[src/rtl/mssc_pkg.sv]
// Shared types and constants for the TCP SYN MSS clamp.
// Used by mssc_parser, mssc_out_buf and tcp_syn_mss_clamp; no dependencies.
`timescale 1ns / 1ps
`default_nettype none

package mssc_pkg;

  // Reset value of the MSS limit register.
  localparam logic [15:0] MSS_LIMIT_RST = 16'd1400;

  // Header layout and option kinds.
  localparam logic [5:0] POS_DATA_OFF  = 6'd12;
  localparam logic [5:0] POS_FLAGS     = 6'd13;
  localparam logic [5:0] HDR_MIN_LEN   = 6'd20;
  localparam logic [5:0] POS_MAX       = 6'd63;
  localparam logic [7:0] OPT_EOL       = 8'd0;
  localparam logic [7:0] OPT_NOP       = 8'd1;
  localparam logic [7:0] OPT_MSS       = 8'd2;
  localparam logic [7:0] OPT_MIN_LEN   = 8'd2;
  localparam logic [7:0] OPT_MSS_LEN   = 8'd4;

  // Result buffer geometry.
  localparam int BUF_DEPTH  = 4;
  localparam int BUF_AW     = $clog2(BUF_DEPTH);
  localparam int BUF_CW     = $clog2(BUF_DEPTH + 1);
  // The parser may push two items, so it needs this much headroom.
  localparam logic [BUF_CW-1:0] BUF_ROOM_MAX = BUF_CW'(BUF_DEPTH - 2);

  // Option walk phases.
  typedef enum logic [2:0] {
    PH_KIND   = 3'd0,
    PH_LEN    = 3'd1,
    PH_MSS_HI = 3'd2,
    PH_MSS_LO = 3'd3,
    PH_SKIP   = 3'd4,
    PH_DONE   = 3'd5
  } mssc_phase_t;

  // Input item.
  typedef struct packed {
    logic [7:0] seg_byte;
    logic       seg_last;
  } mssc_in_t;

  // Result item.
  typedef struct packed {
    logic [7:0] out_byte;
    logic       out_last;
    logic       mss_clamped;
  } mssc_out_t;

  // Up to two result items from one input item.
  typedef struct packed {
    logic [1:0]           cnt;
    mssc_out_t [1:0]      item;
  } mssc_push_t;

  // Result buffer status seen by the parser and the top level.
  typedef struct packed {
    logic [BUF_CW-1:0] count;
    logic              room;
  } mssc_buf_stat_t;

endpackage

`default_nettype wire

[src/rtl/mssc_parser.sv]
// Input register and single-pass header/option parser for the MSS clamp.
// Depends on mssc_pkg; pushes results into mssc_out_buf.
`timescale 1ns / 1ps
`default_nettype none

module mssc_parser
  import mssc_pkg::*;
(
  input  wire logic           clk,
  input  wire logic           rst_n,
  input  wire logic           in_valid,
  output logic                in_stall,
  input  wire mssc_in_t       in_data,
  input  wire logic [15:0]    mss_limit,
  input  wire mssc_buf_stat_t buf_stat,
  output mssc_push_t          push
);

  logic        s_valid_r;
  mssc_in_t    s_item_r;
  logic        advance;

  logic [5:0]  pos_r,      pos_nxt;
  logic [5:0]  hlen_r,     hlen_nxt;
  logic        syn_r,      syn_nxt;
  mssc_phase_t phase_r,    phase_nxt;
  logic [7:0]  kind_r,     kind_nxt;
  logic [5:0]  rem_r,      rem_nxt;
  logic [7:0]  held_r,     held_nxt;
  logic        holding_r,  holding_nxt;
  logic        clamp_r,    clamp_nxt;

  // The staged item moves on only when the buffer can take two results.
  assign advance  = s_valid_r && buf_stat.room;
  assign in_stall = s_valid_r && !buf_stat.room;

  // Input register.
  always_ff @(posedge clk) begin
    if (!rst_n) begin
      s_valid_r <= 1'b0;
    end else if (!in_stall) begin
      s_valid_r <= in_valid;
    end
  end

  always_ff @(posedge clk) begin
    if (in_valid && !in_stall) begin
      s_item_r <= in_data;
    end
  end

  // Parse one byte against the segment state.
  always_comb begin
    logic [7:0]  b;
    logic        last;
    logic        walk;
    logic [8:0]  opt_end;
    logic [5:0]  rem_calc;
    logic [15:0] mss_val;
    logic [1:0]  cnt;
    logic [7:0]  e0;
    logic [7:0]  e1;

    b        = s_item_r.seg_byte;
    last     = s_item_r.seg_last;
    cnt      = 2'd1;
    e0       = b;
    e1       = 8'd0;
    opt_end  = 9'({3'b000, pos_r} - 9'd1 + {1'b0, b});
    rem_calc = b[5:0] - 6'd2;
    mss_val  = {held_r, b};

    hlen_nxt    = (pos_r == POS_DATA_OFF) ? {b[7:4], 2'b00} : hlen_r;
    syn_nxt     = (pos_r == POS_FLAGS) ? b[1] : syn_r;
    phase_nxt   = phase_r;
    kind_nxt    = kind_r;
    rem_nxt     = rem_r;
    held_nxt    = held_r;
    holding_nxt = holding_r;
    clamp_nxt   = clamp_r;

    walk = syn_nxt && (hlen_nxt > HDR_MIN_LEN) && (pos_r >= HDR_MIN_LEN) &&
           (pos_r < hlen_nxt);

    if (walk) begin
      unique case (phase_r)
        PH_KIND: begin
          if (b == OPT_EOL) begin
            phase_nxt = PH_DONE;
          end else if (b != OPT_NOP) begin
            kind_nxt  = b;
            phase_nxt = PH_LEN;
          end
        end
        PH_LEN: begin
          if (b < OPT_MIN_LEN || opt_end > {3'b000, hlen_nxt} ||
              (kind_r == OPT_MSS && b != OPT_MSS_LEN)) begin
            phase_nxt = PH_DONE;
          end else begin
            rem_nxt = rem_calc;
            if (rem_calc == 6'd0) begin
              phase_nxt = PH_KIND;
            end else if (kind_r == OPT_MSS) begin
              phase_nxt = PH_MSS_HI;
            end else begin
              phase_nxt = PH_SKIP;
            end
          end
        end
        PH_MSS_HI: begin
          // Hold the high byte back until the low byte arrives.
          if (!last) begin
            held_nxt    = b;
            holding_nxt = 1'b1;
            phase_nxt   = PH_MSS_LO;
            cnt         = 2'd0;
          end
        end
        PH_MSS_LO: begin
          if (mss_val > mss_limit) begin
            mss_val   = mss_limit;
            clamp_nxt = 1'b1;
          end
          e0          = mss_val[15:8];
          e1          = mss_val[7:0];
          cnt         = 2'd2;
          holding_nxt = 1'b0;
          phase_nxt   = PH_KIND;
        end
        PH_SKIP: begin
          rem_nxt = rem_r - 6'd1;
          if (rem_nxt == 6'd0) begin
            phase_nxt = PH_KIND;
          end
        end
        default: begin
          phase_nxt = phase_r;
        end
      endcase
    end

    // Build the result items; the final one carries the clamp flag.
    push.cnt                   = advance ? cnt : 2'd0;
    push.item[0].out_byte      = e0;
    push.item[0].out_last      = last && (cnt == 2'd1);
    push.item[0].mss_clamped   = last && (cnt == 2'd1) && clamp_nxt;
    push.item[1].out_byte      = e1;
    push.item[1].out_last      = last;
    push.item[1].mss_clamped   = last && clamp_nxt;

    // A final byte returns the segment state to reset.
    if (last) begin
      pos_nxt     = 6'd0;
      hlen_nxt    = 6'd0;
      syn_nxt     = 1'b0;
      phase_nxt   = PH_KIND;
      kind_nxt    = 8'd0;
      rem_nxt     = 6'd0;
      held_nxt    = 8'd0;
      holding_nxt = 1'b0;
      clamp_nxt   = 1'b0;
    end else begin
      pos_nxt = (pos_r < POS_MAX) ? pos_r + 6'd1 : POS_MAX;
    end
  end

  // Segment state registers.
  always_ff @(posedge clk) begin
    if (!rst_n) begin
      pos_r     <= 6'd0;
      hlen_r    <= 6'd0;
      syn_r     <= 1'b0;
      phase_r   <= PH_KIND;
      kind_r    <= 8'd0;
      rem_r     <= 6'd0;
      held_r    <= 8'd0;
      holding_r <= 1'b0;
      clamp_r   <= 1'b0;
    end else if (advance) begin
      pos_r     <= pos_nxt;
      hlen_r    <= hlen_nxt;
      syn_r     <= syn_nxt;
      phase_r   <= phase_nxt;
      kind_r    <= kind_nxt;
      rem_r     <= rem_nxt;
      held_r    <= held_nxt;
      holding_r <= holding_nxt;
      clamp_r   <= clamp_nxt;
    end
  end

endmodule

`default_nettype wire

[src/rtl/mssc_out_buf.sv]
// Small result buffer: takes up to two items a cycle, gives one a cycle unless out_stall.
// Depends on mssc_pkg.
`timescale 1ns / 1ps
`default_nettype none

module mssc_out_buf
  import mssc_pkg::*;
(
  input  wire logic       clk,
  input  wire logic       rst_n,
  input  wire mssc_push_t push,
  output mssc_buf_stat_t  stat,
  output logic            out_valid,
  input  wire logic       out_stall,
  output mssc_out_t       out_data
);

  mssc_out_t           buf_r [BUF_DEPTH];
  logic [BUF_AW-1:0]   wr_ptr_r, wr_ptr_nxt;
  logic [BUF_AW-1:0]   rd_ptr_r, rd_ptr_nxt;
  logic [BUF_CW-1:0]   count_r,  count_nxt;
  logic                pop;
  logic [BUF_AW-1:0]   wr_ptr_p1;

  assign out_valid  = (count_r != '0);
  assign out_data   = buf_r[rd_ptr_r];
  assign pop        = out_valid && !out_stall;
  assign stat.count = count_r;
  assign stat.room  = (count_r <= BUF_ROOM_MAX);
  assign wr_ptr_p1  = wr_ptr_r + BUF_AW'(1);

  // Pointer and fill count update.
  always_comb begin
    wr_ptr_nxt = wr_ptr_r + BUF_AW'(push.cnt);
    rd_ptr_nxt = pop ? rd_ptr_r + BUF_AW'(1) : rd_ptr_r;
    count_nxt  = count_r + BUF_CW'(push.cnt) - BUF_CW'(pop);
  end

  always_ff @(posedge clk) begin
    if (!rst_n) begin
      wr_ptr_r <= '0;
      rd_ptr_r <= '0;
      count_r  <= '0;
    end else begin
      wr_ptr_r <= wr_ptr_nxt;
      rd_ptr_r <= rd_ptr_nxt;
      count_r  <= count_nxt;
    end
  end

  // Entry writes; a second item lands in the following slot.
  always_ff @(posedge clk) begin
    if (push.cnt != 2'd0) begin
      buf_r[wr_ptr_r] <= push.item[0];
    end
    if (push.cnt == 2'd2) begin
      buf_r[wr_ptr_p1] <= push.item[1];
    end
  end

endmodule

`default_nettype wire

[src/rtl/tcp_syn_mss_clamp.sv]
// TCP SYN MSS clamp: one segment byte in per cycle unless stalled, rewritten bytes out.
// An accepted input item is held in the input register, then in the result buffer;
// either can stall. The held MSS high byte leaves with its low byte, and from then on the
// buffer carries one extra item, so later items wait behind it until an input gap drains it.
// Throughput: one input item per cycle unless stalled; the MSS value gives two results,
// but its held high byte gives none, so the four-entry result buffer keeps pace.
// Reset (rst_n low, synchronous) empties the pipeline, clears segment state
// and sets the MSS limit to 1400.
`timescale 1ns / 1ps
`default_nettype none

module tcp_syn_mss_clamp
  import mssc_pkg::*;
(
  input  wire logic        clk,
  input  wire logic        rst_n,
  input  wire logic        in_valid,
  output logic             in_stall,
  input  wire mssc_in_t    in_data,
  output logic             out_valid,
  input  wire logic        out_stall,
  output mssc_out_t        out_data,
  input  wire logic        cfg_valid,
  output logic             cfg_ready,
  input  wire logic [15:0] cfg_data
);

  logic [15:0]    mss_limit_r;
  mssc_push_t     push;
  mssc_buf_stat_t buf_stat;

  // Configuration register; write it only while the block is idle (not enforced here).
  assign cfg_ready = 1'b1;

  always_ff @(posedge clk) begin
    if (!rst_n) begin
      mss_limit_r <= MSS_LIMIT_RST;
    end else if (cfg_valid && cfg_ready) begin
      mss_limit_r <= cfg_data;
    end
  end

  // Parser stage.
  mssc_parser u_parser (
    .clk       (clk),
    .rst_n     (rst_n),
    .in_valid  (in_valid),
    .in_stall  (in_stall),
    .in_data   (in_data),
    .mss_limit (mss_limit_r),
    .buf_stat  (buf_stat),
    .push      (push)
  );

  // Result buffer.
  mssc_out_buf u_out_buf (
    .clk       (clk),
    .rst_n     (rst_n),
    .push      (push),
    .stat      (buf_stat),
    .out_valid (out_valid),
    .out_stall (out_stall),
    .out_data  (out_data)
  );

`ifndef SYNTHESIS
  // The buffer never overfills.
  assert property (@(posedge clk) disable iff (!rst_n)
    buf_stat.count <= BUF_CW'(BUF_DEPTH))
    else $error("result buffer overflow");

  // The parser pushes only when the buffer has room for two items.
  assert property (@(posedge clk) disable iff (!rst_n)
    (push.cnt != 2'd0) |-> buf_stat.room)
    else $error("push without buffer room");

  // One input item never yields three results.
  assert property (@(posedge clk) disable iff (!rst_n)
    push.cnt != 2'd3)
    else $error("illegal push count");

  // Taking the only buffered item with nothing pushed empties the output.
  assert property (@(posedge clk) disable iff (!rst_n)
    (out_valid && !out_stall && buf_stat.count == BUF_CW'(1) && push.cnt == 2'd0)
      |=> !out_valid)
    else $error("output valid after last item taken");
`endif

endmodule

`default_nettype wire
[config.mk]
export PLATFORM = sky130hd
export DESIGN_NAME = tcp_syn_mss_clamp
export DESIGN_NICKNAME = d
export VERILOG_FILES = /design/src/rtl/mssc_pkg.sv /design/src/rtl/mssc_parser.sv /design/src/rtl/mssc_out_buf.sv /design/src/rtl/tcp_syn_mss_clamp.sv
export SDC_FILE = /design/constraint.sdc
export NUM_CORES = 1
export LEC_CHECK = 0
export BUFFER_PORTS_ARGS = -buffer_cell sky130_fd_sc_hd__buf_2
export CAP_MARGIN = 20
export CORE_MARGIN = 2
export CORE_UTILIZATION = 66
export CTS_CLUSTER_DIAMETER = 200
export DETAILED_ROUTE_END_ITERATION = 10
export GPL_ROUTABILITY_DRIVEN = 0
export PLACE_DENSITY = 0.86
export SYNTH_ARGS = -nofsm -noshare
export SYNTH_HDL_FRONTEND = slang
export SYNTH_SLANG_ARGS = --single-unit
export TNS_END_PERCENT = 50
[constraint.sdc]
create_clock -name clk -period 7.2 [get_ports clk]
set_input_delay 0 -clock clk [delete_from_list [all_inputs] [get_ports clk]]
set_output_delay 0 -clock clk [all_outputs]
set_load 0.01 [all_outputs]
Word level (Yosys, flattened, before mapping)
Memory sizes are Yosys's and may differ from the RTL's. A register that Yosys moved wholly into a read port is not among the register bits.
Cells that the tools add are included.
W data, S select, Z words.
{ "word_totals": {"ramBits": 40, "out_inout_bits": 13, "word_cells": 127, "memories": 1, "register_bits": 72} }
{ "memory_table": {"columns": ["memory", "words", "width", "read_ports", "rd_clocked_by_memory_dff", "wr", "line", "source"], "rows": [
  ["u_out_buf.buf_r", 4, 10, 1, 1, 2, "mssc_out_buf.sv:18", "mssc_out_t buf_r [BUF_DEPTH];"]
]} }
{ "op_classes": {"muxes": 46, "reduce_logical": 32, "addsub": 10, "magnitude_cmp": 8, "eq_ne": 15} }
{ "ops": {"columns": ["cell", "n"], "rows": [
  ["$mux W8", 12],
  ["$mux W6", 7],
  ["$mux W3", 8],
  ["$gt A16 B16 Y1", 1],
  ["$mux W16", 1],
  ["$pmux W3 S5", 1],
  ["$eq A6 B4 Y1 const B", 2],
  ["$logic_not A6 Y1", 2],
  ["$pmux W6 S2", 1],
  ["$logic_and A1 B1 Y1", 11],
  ["$mux W1", 11],
  ["$reduce_and A5 Y1", 2],
  ["$reduce_bool A2 Y1", 5],
  ["$add A9 B8 Y9", 1],
  ["$gt A9 B6 Y1", 1],
  ["$eq A8 B2 Y1 const B", 1],
  ["$logic_not A8 Y1", 1],
  ["$lt A8 B2 Y1 const B", 1],
  ["$mux W2", 4],
  ["$ne A8 B1 Y1 const B", 1],
  ["$ne A8 B3 Y1 const B", 1],
  ["$sub A6 B1 Y7 const B", 1],
  ["$add A6 B1 Y6 const B", 1],
  ["$eq A3 B2 Y1 const B", 2],
  ["other kinds (27)", 32]
]} }

Logic depth before layout (Yosys ltp)
{ "logic_depth": {"depth_word": 11, "ltp_mapped": 20, "mapped_depth_nobuf": 19} }

Modules after synthesis
From an unflattened synthesis, not the netlist that was laid out.
{ "unflattened": {"hier_cells": 716, "hier_area_um2": 7171.9} }
{ "modules_own_cells": {"columns": ["module", "cells_each", "area_per_inst_um2", "n_inst", "seq_area_each_um2"], "rows": [
  ["mssc_parser", 514, 4147.7, 1, 1071.0],
  ["mssc_out_buf", 149, 2412.3, 1, 1381.3],
  ["tcp_syn_mss_clamp", 53, 611.8, 1, 320.3]
]} }

Worst setup path before layout
OpenSTA, ideal clock, no wires.
{ "synth_path": {"path_type": "register to register", "start": "register u_parser.pos_r[0]", "end": "memory u_out_buf.buf_r[0][0] in the netlist's numbering (enable)", "setup_time_ps": 393, "arrival_time_ps": 3742, "path_slack_ps": 3065, "synth_period_minus_slack_ps": 4135, "path_stages_with_launch": 14, "cell_sequence": "dfxtp_1 > inv_1 > ha_1 > nand2_1 > mux2i_1 > ha_1 > a21o_1 > a221oi_1 > o31ai_1 > or3_1 > buf_2 > nor2_8 > nor2_1 > o31ai_1"} }
{ "synth_lines": {"columns": ["element", "line", "source"], "rows": [
  ["start, declared", "mssc_parser.sv:23", "logic [5:0] pos_r, pos_nxt;"],
  ["start signal, assigned", "mssc_parser.sv:180", "pos_r <= pos_nxt;"],
  ["end, declared", "mssc_out_buf.sv:18", null]
]} }

Worst setup path in the final report
{ "layout_path": {"start": "register u_parser.pos_r[2]", "end": "register u_out_buf.count_r[2]"} }
{ "layout_between": {"elab_chain_len": 10} }
{ "layout_lines": {"columns": ["element", "line", "source"], "rows": [
  ["$eq A6 B4 Y1", "mssc_parser.sv:73", "hlen_nxt = (pos_r == POS_DATA_OFF) ? {b[7:4], 2'b00} : hlen_r;"],
  ["$mux W6", "mssc_parser.sv:73", null],
  ["$gt A6 B5 Y1", "mssc_parser.sv:82", "walk = syn_nxt && (hlen_nxt > HDR_MIN_LEN) && (pos_r >= HDR_MIN_LEN) &&"],
  ["$logic_and A1 B1 Y1 (2 in series)", "mssc_parser.sv:82", null],
  ["$logic_and A1 B1 Y1 *", "mssc_parser.sv:82", null],
  ["$mux W2 *", "mssc_parser.sv:85", "if (walk) begin"],
  ["$mux W2 *", "mssc_parser.sv:143", "push.cnt = advance ? cnt : 2'd0;"],
  ["$add A3 B2 Y3 *", "mssc_out_buf.sv:36", "count_nxt = count_r + BUF_CW'(push.cnt) - BUF_CW'(pop);"],
  ["$sub A3 B1 Y3 *", "mssc_out_buf.sv:36", null],
  ["end signal, assigned", "mssc_out_buf.sv:47", "count_r <= count_nxt;"],
  ["end, declared", "mssc_out_buf.sv:21", "logic [BUF_CW-1:0] count_r, count_nxt;"]
]} }
Every way passes the cells marked *; elsewhere a longest branch is shown, timed or not.
A chain may end at the register's enable or synchronous reset.

==> key figures <==
Detailed routing
  – Initial drt markers: 834
  – First-pass iteration count of the detailed router: 8
  – Vias: 6414
  – Post-DRT Antenna Nets: 0
  – Routed length per instance: 20.8 um
  – DRC: 0
  – Post-DR vias/cell: 6.74
  – Drt total wl: 19800 um

Cells and area
  – Layout fillers: 618
  – Multi-input gate area: 4000 um^2
  – Ant. Diodes: 0
  – FF+latch area: 2770 um^2
  – Non-filler cells, final: 951
  – Layout cells sized above 1: 11.9%
  – Area grow syn2layout: 16.0%
  – Nets@finish: 882

Worst setup path
  – Critical path data arrival time: 5.84 ns
  – CP Capture Type: flop
  – CP Launch Type: flop
  – CP top delay family: simple AND/OR/NAND/NOR gates
  – Worst-path cell chain: nor4bb_1 > nand2_1 > mux2i_1 > ha_1 > or3_1 > a211oi_1 > o31ai_1 > nor2_1 > a31oi_1 > inv_1 > ha_1 > inv_1 > ha_1 > inv_1 > fa_1 > xor2_1 > xnor2_1 > and2_1
  – Crit. Startpoint: u_parser.pos_r[2]$_SDFFE_PN0P_
  – Required @ worst endpoint: 7.61 ns
  – Crit path buf inv count: 3
  – Maximum fanout along the worst path: 13
  – FF-to-FF setup slack: 1.77 ns
  – Crit path max-delay cell type: nor4bb_1
  – Max stage delay on crit path: 0.87 ns
  – Reg2Reg Launch Point: u_parser.pos_r[2]$_SDFFE_PN0P_
  – Crit Path Class: reg2reg

Logic synthesis
  – Mapped Avg Cell Area: 9.56 um^2
  – EDFF count, synth: 49
  – Commonest cells in the netlist: dfxtp_1 (65), nor2_1 (56), a21oi_1 (54)
  – YS warnings: 0
  – Most used DFF post-synth: dfxtp_1
  – Yosys top cell area share: 20.6%
  – #FFs+latches synth: 114
  – Sequential-to-total area share from yosys stat: 38.9%
  – Area leader, netlist: edfxtp_1
  – Post-synthesis cell area: 7130 um^2
  – Most frequent cell after synthesis: dfxtp_1
  – Netlist cell types: 72
  – Post-Syn Instances: 745
  – Post-synth ARST share: 0%
  – Synth top area cells: edfxtp_1 (21%), dfxtp_1 (18%), ha_1 (8.4%), mux2i_1 (4.9%), a21oi_1 (3.8%)
  – Mapped Nets: 825

Power
  – Seq pwr share: 37.8%
  – Internal Dissipation: 1.45 mW
  – Leakage power total: 3.26 nW
  – Pwr dens: 249 nW/um^2
  – Combinational share of power: 22.9%
  – VDD IR max: 0.203 mV
  – Switching Share: 29.6%
  – Net Switching: 609 uW
  – Clock share of power: 39.3%

CTS
  – Max H-tree Level: 4
  – Setup Fix Bufs, Post-CTS: 0
  – Sink Count: 114
  – Clk_lat worst skew: 0.52 ns
  – Deepest clock path buffer count: 2
  – CTS resizes: 0
  – Clock slew at reported path FFs: 0.06 ns
  – CTS buffer count: 17
  – Cts hold-fix bufs: 33
  – CTS tree: built
  – Root buffer cell: clkbuf_8

STA
  – Fmax: 184 MHz
  – Slew margin rel.: 34.3%
  – Layout Skew: 0.00770 ns
  – Setup violations, final: 0
  – RSZ-0062 raised after global routing: false
  – Final count of pins violating max slew: 0
  – Period utilization: 75.4%
  – Final setup TNS: 0 ns
  – Crit path time final: 5.43 ns
  – Worst Tran Pin Value: 0.983 ns
  – Hold Fails Final Rpt: 0
  – Final worst slack: 1.77 ns

Floorplanning
  – Die area: 11600 um^2
  – Num ports: 43
  – Placeable core region: 10400 um^2
  – Std cell rows: 37
  – Initial Util: 68.4%
  – Die height: 108 um
  – Die Width: 108 um

Global route
  – First-pass GRT wire length: 31600 um
  – Grt peak-use layer: met2
  – Initial antenna violation count: 0
  – GRT met1 Usage: 44.7%
  – Global-route usage over all layers: 35.4%
  – Global routing usage on met2: 56.3%
  – Gr ovfl total: 0
  – Largest net degree at the start of global routing: 64
  – Met3 usage: 8.47%
  – Vias in the first global route: 6222

Job
  – Max cap viols: 0

Placed design
  – IO buf count: 41
  – DP HPWL: 13500 um
  – Pre-CTS setup slack: 1.82 ns
  – Cell count after placement: 885

Hold path
  – Hold Path Origin: cfg_valid
  – Hold WC Path Type: in2reg

Run status
  – Status: complete, no violations
final timing paths:
| check | cells past startpoint | end |
|---|---|---|
| setup / recovery | 18 | u_out_buf.count_r[2]$_SDFF_PN0_ |
| hold / removal | 3 | mss_limit_r[10]$_SDFFE_PN1P_ |
| setup reg to reg | 18 | u_out_buf.count_r[2]$_SDFF_PN0_ |
| hold reg to reg | 2 | u_parser.hlen_r[1]$_SDFFE_PN0P_ |
per-layer routing:
layer	vias up	routed length [um]
met1	2976	7550
met5	-	0
met2	472	9260
met4	0	915
li1	2865	-
met3	101	2090
state kept, by name, indices dropped and copies added (netlist names), named ones only:
name and flops:
u_out_buf.count_r 3, u_parser.rem_r 6, u_parser.syn_r 1, u_out_buf.buf_r 40
u_parser.push 1, u_parser.held_r 8, u_parser.phase_r 3, u_parser.s_item_r 8
u_parser.kind_r 8, u_parser.s_valid_r 1, u_parser.hlen_r 6, u_parser.clamp_r 1
u_out_buf.rd_ptr_r 2, mss_limit_r 16, u_parser.pos_r 6, u_out_buf.wr_ptr_r 2
final cells by class:
type	count	area share, %
Multi-Input combinational cell	545	48.4
Inverter	45	2.04
Timing Repair Buffer	79	6.98
Clock buffer	24	6.08
Sequential cell	114	33.5
Clock inverter	8	0.863
Tap cell	136	2.06
metrics by stage:
step | total power, mW | hold WS (ns) | cell area [um^2] | util [%]
after floorplan | 1.10 | 0.0989 | 7130 | -
after global placement | 1.20 | 0.177 | 7350 | 70.6
after detailed placement | 1.23 | 0.178 | 7350 | 70.6
after CTS | 2.05 | 0.00170 | 8260 | 79.3
after global routing | 2.14 | 0.0404 | 8270 | 79.4
final | 2.06 | 0.0206 | 8270 | 79.4
logic make-up (layout without fill, tap and decap cells):
family          after synthesis  count (layout)  synth area share, %
compound gates              207             207                 19.8
xor+xnor                     21              21                 2.84
fa+ha+maj                    50              50                 8.99
buf+inv                      86             156                 4.90
flops                       114             114                 38.9
mux                          45              45                 8.08
other cells                   1               1               0.0526
simple gates                221             221                 16.4
power groups by stage:
stage                     Clock [mW]  Combinational (mW)  Sequential, mW
after floorplan                    0               0.346           0.756
after global placement             0               0.418           0.785
after detailed placement           0               0.442           0.790
after CTS                      0.810               0.464           0.777
after global routing           0.842               0.513           0.783
final                          0.809               0.472           0.779
worst min-delay path, delay by kind of cell:
kind	cells	cell delay, ns
AOI/OAI and AO/OA	1	0.08
and+or+nand+nor	1	0.13
buffers and inverters	1	0.27
layout by cell type (no fill, tap or decap), types with 17 or more instances in the layout:
master | Yosys | routed
a21boi_1 | 17 | 17
edfxtp_1 | 49 | 49
buf_2 | 6 | 41
nor2_1 | 56 | 56
nand2_1 | 51 | 51
inv_1 | 43 | 43
ha_1 | 48 | 48
nor2b_1 | 24 | 24
a21oi_1 | 54 | 54
mux2i_1 | 35 | 35
dfxtp_1 | 65 | 65
clkbuf_16 | 0 | 18
a221oi_1 | 18 | 18
dlygate4sd3_1 | 0 | 33
o21ai_1 | 19 | 19
Power figures use the tool's default switching activity.
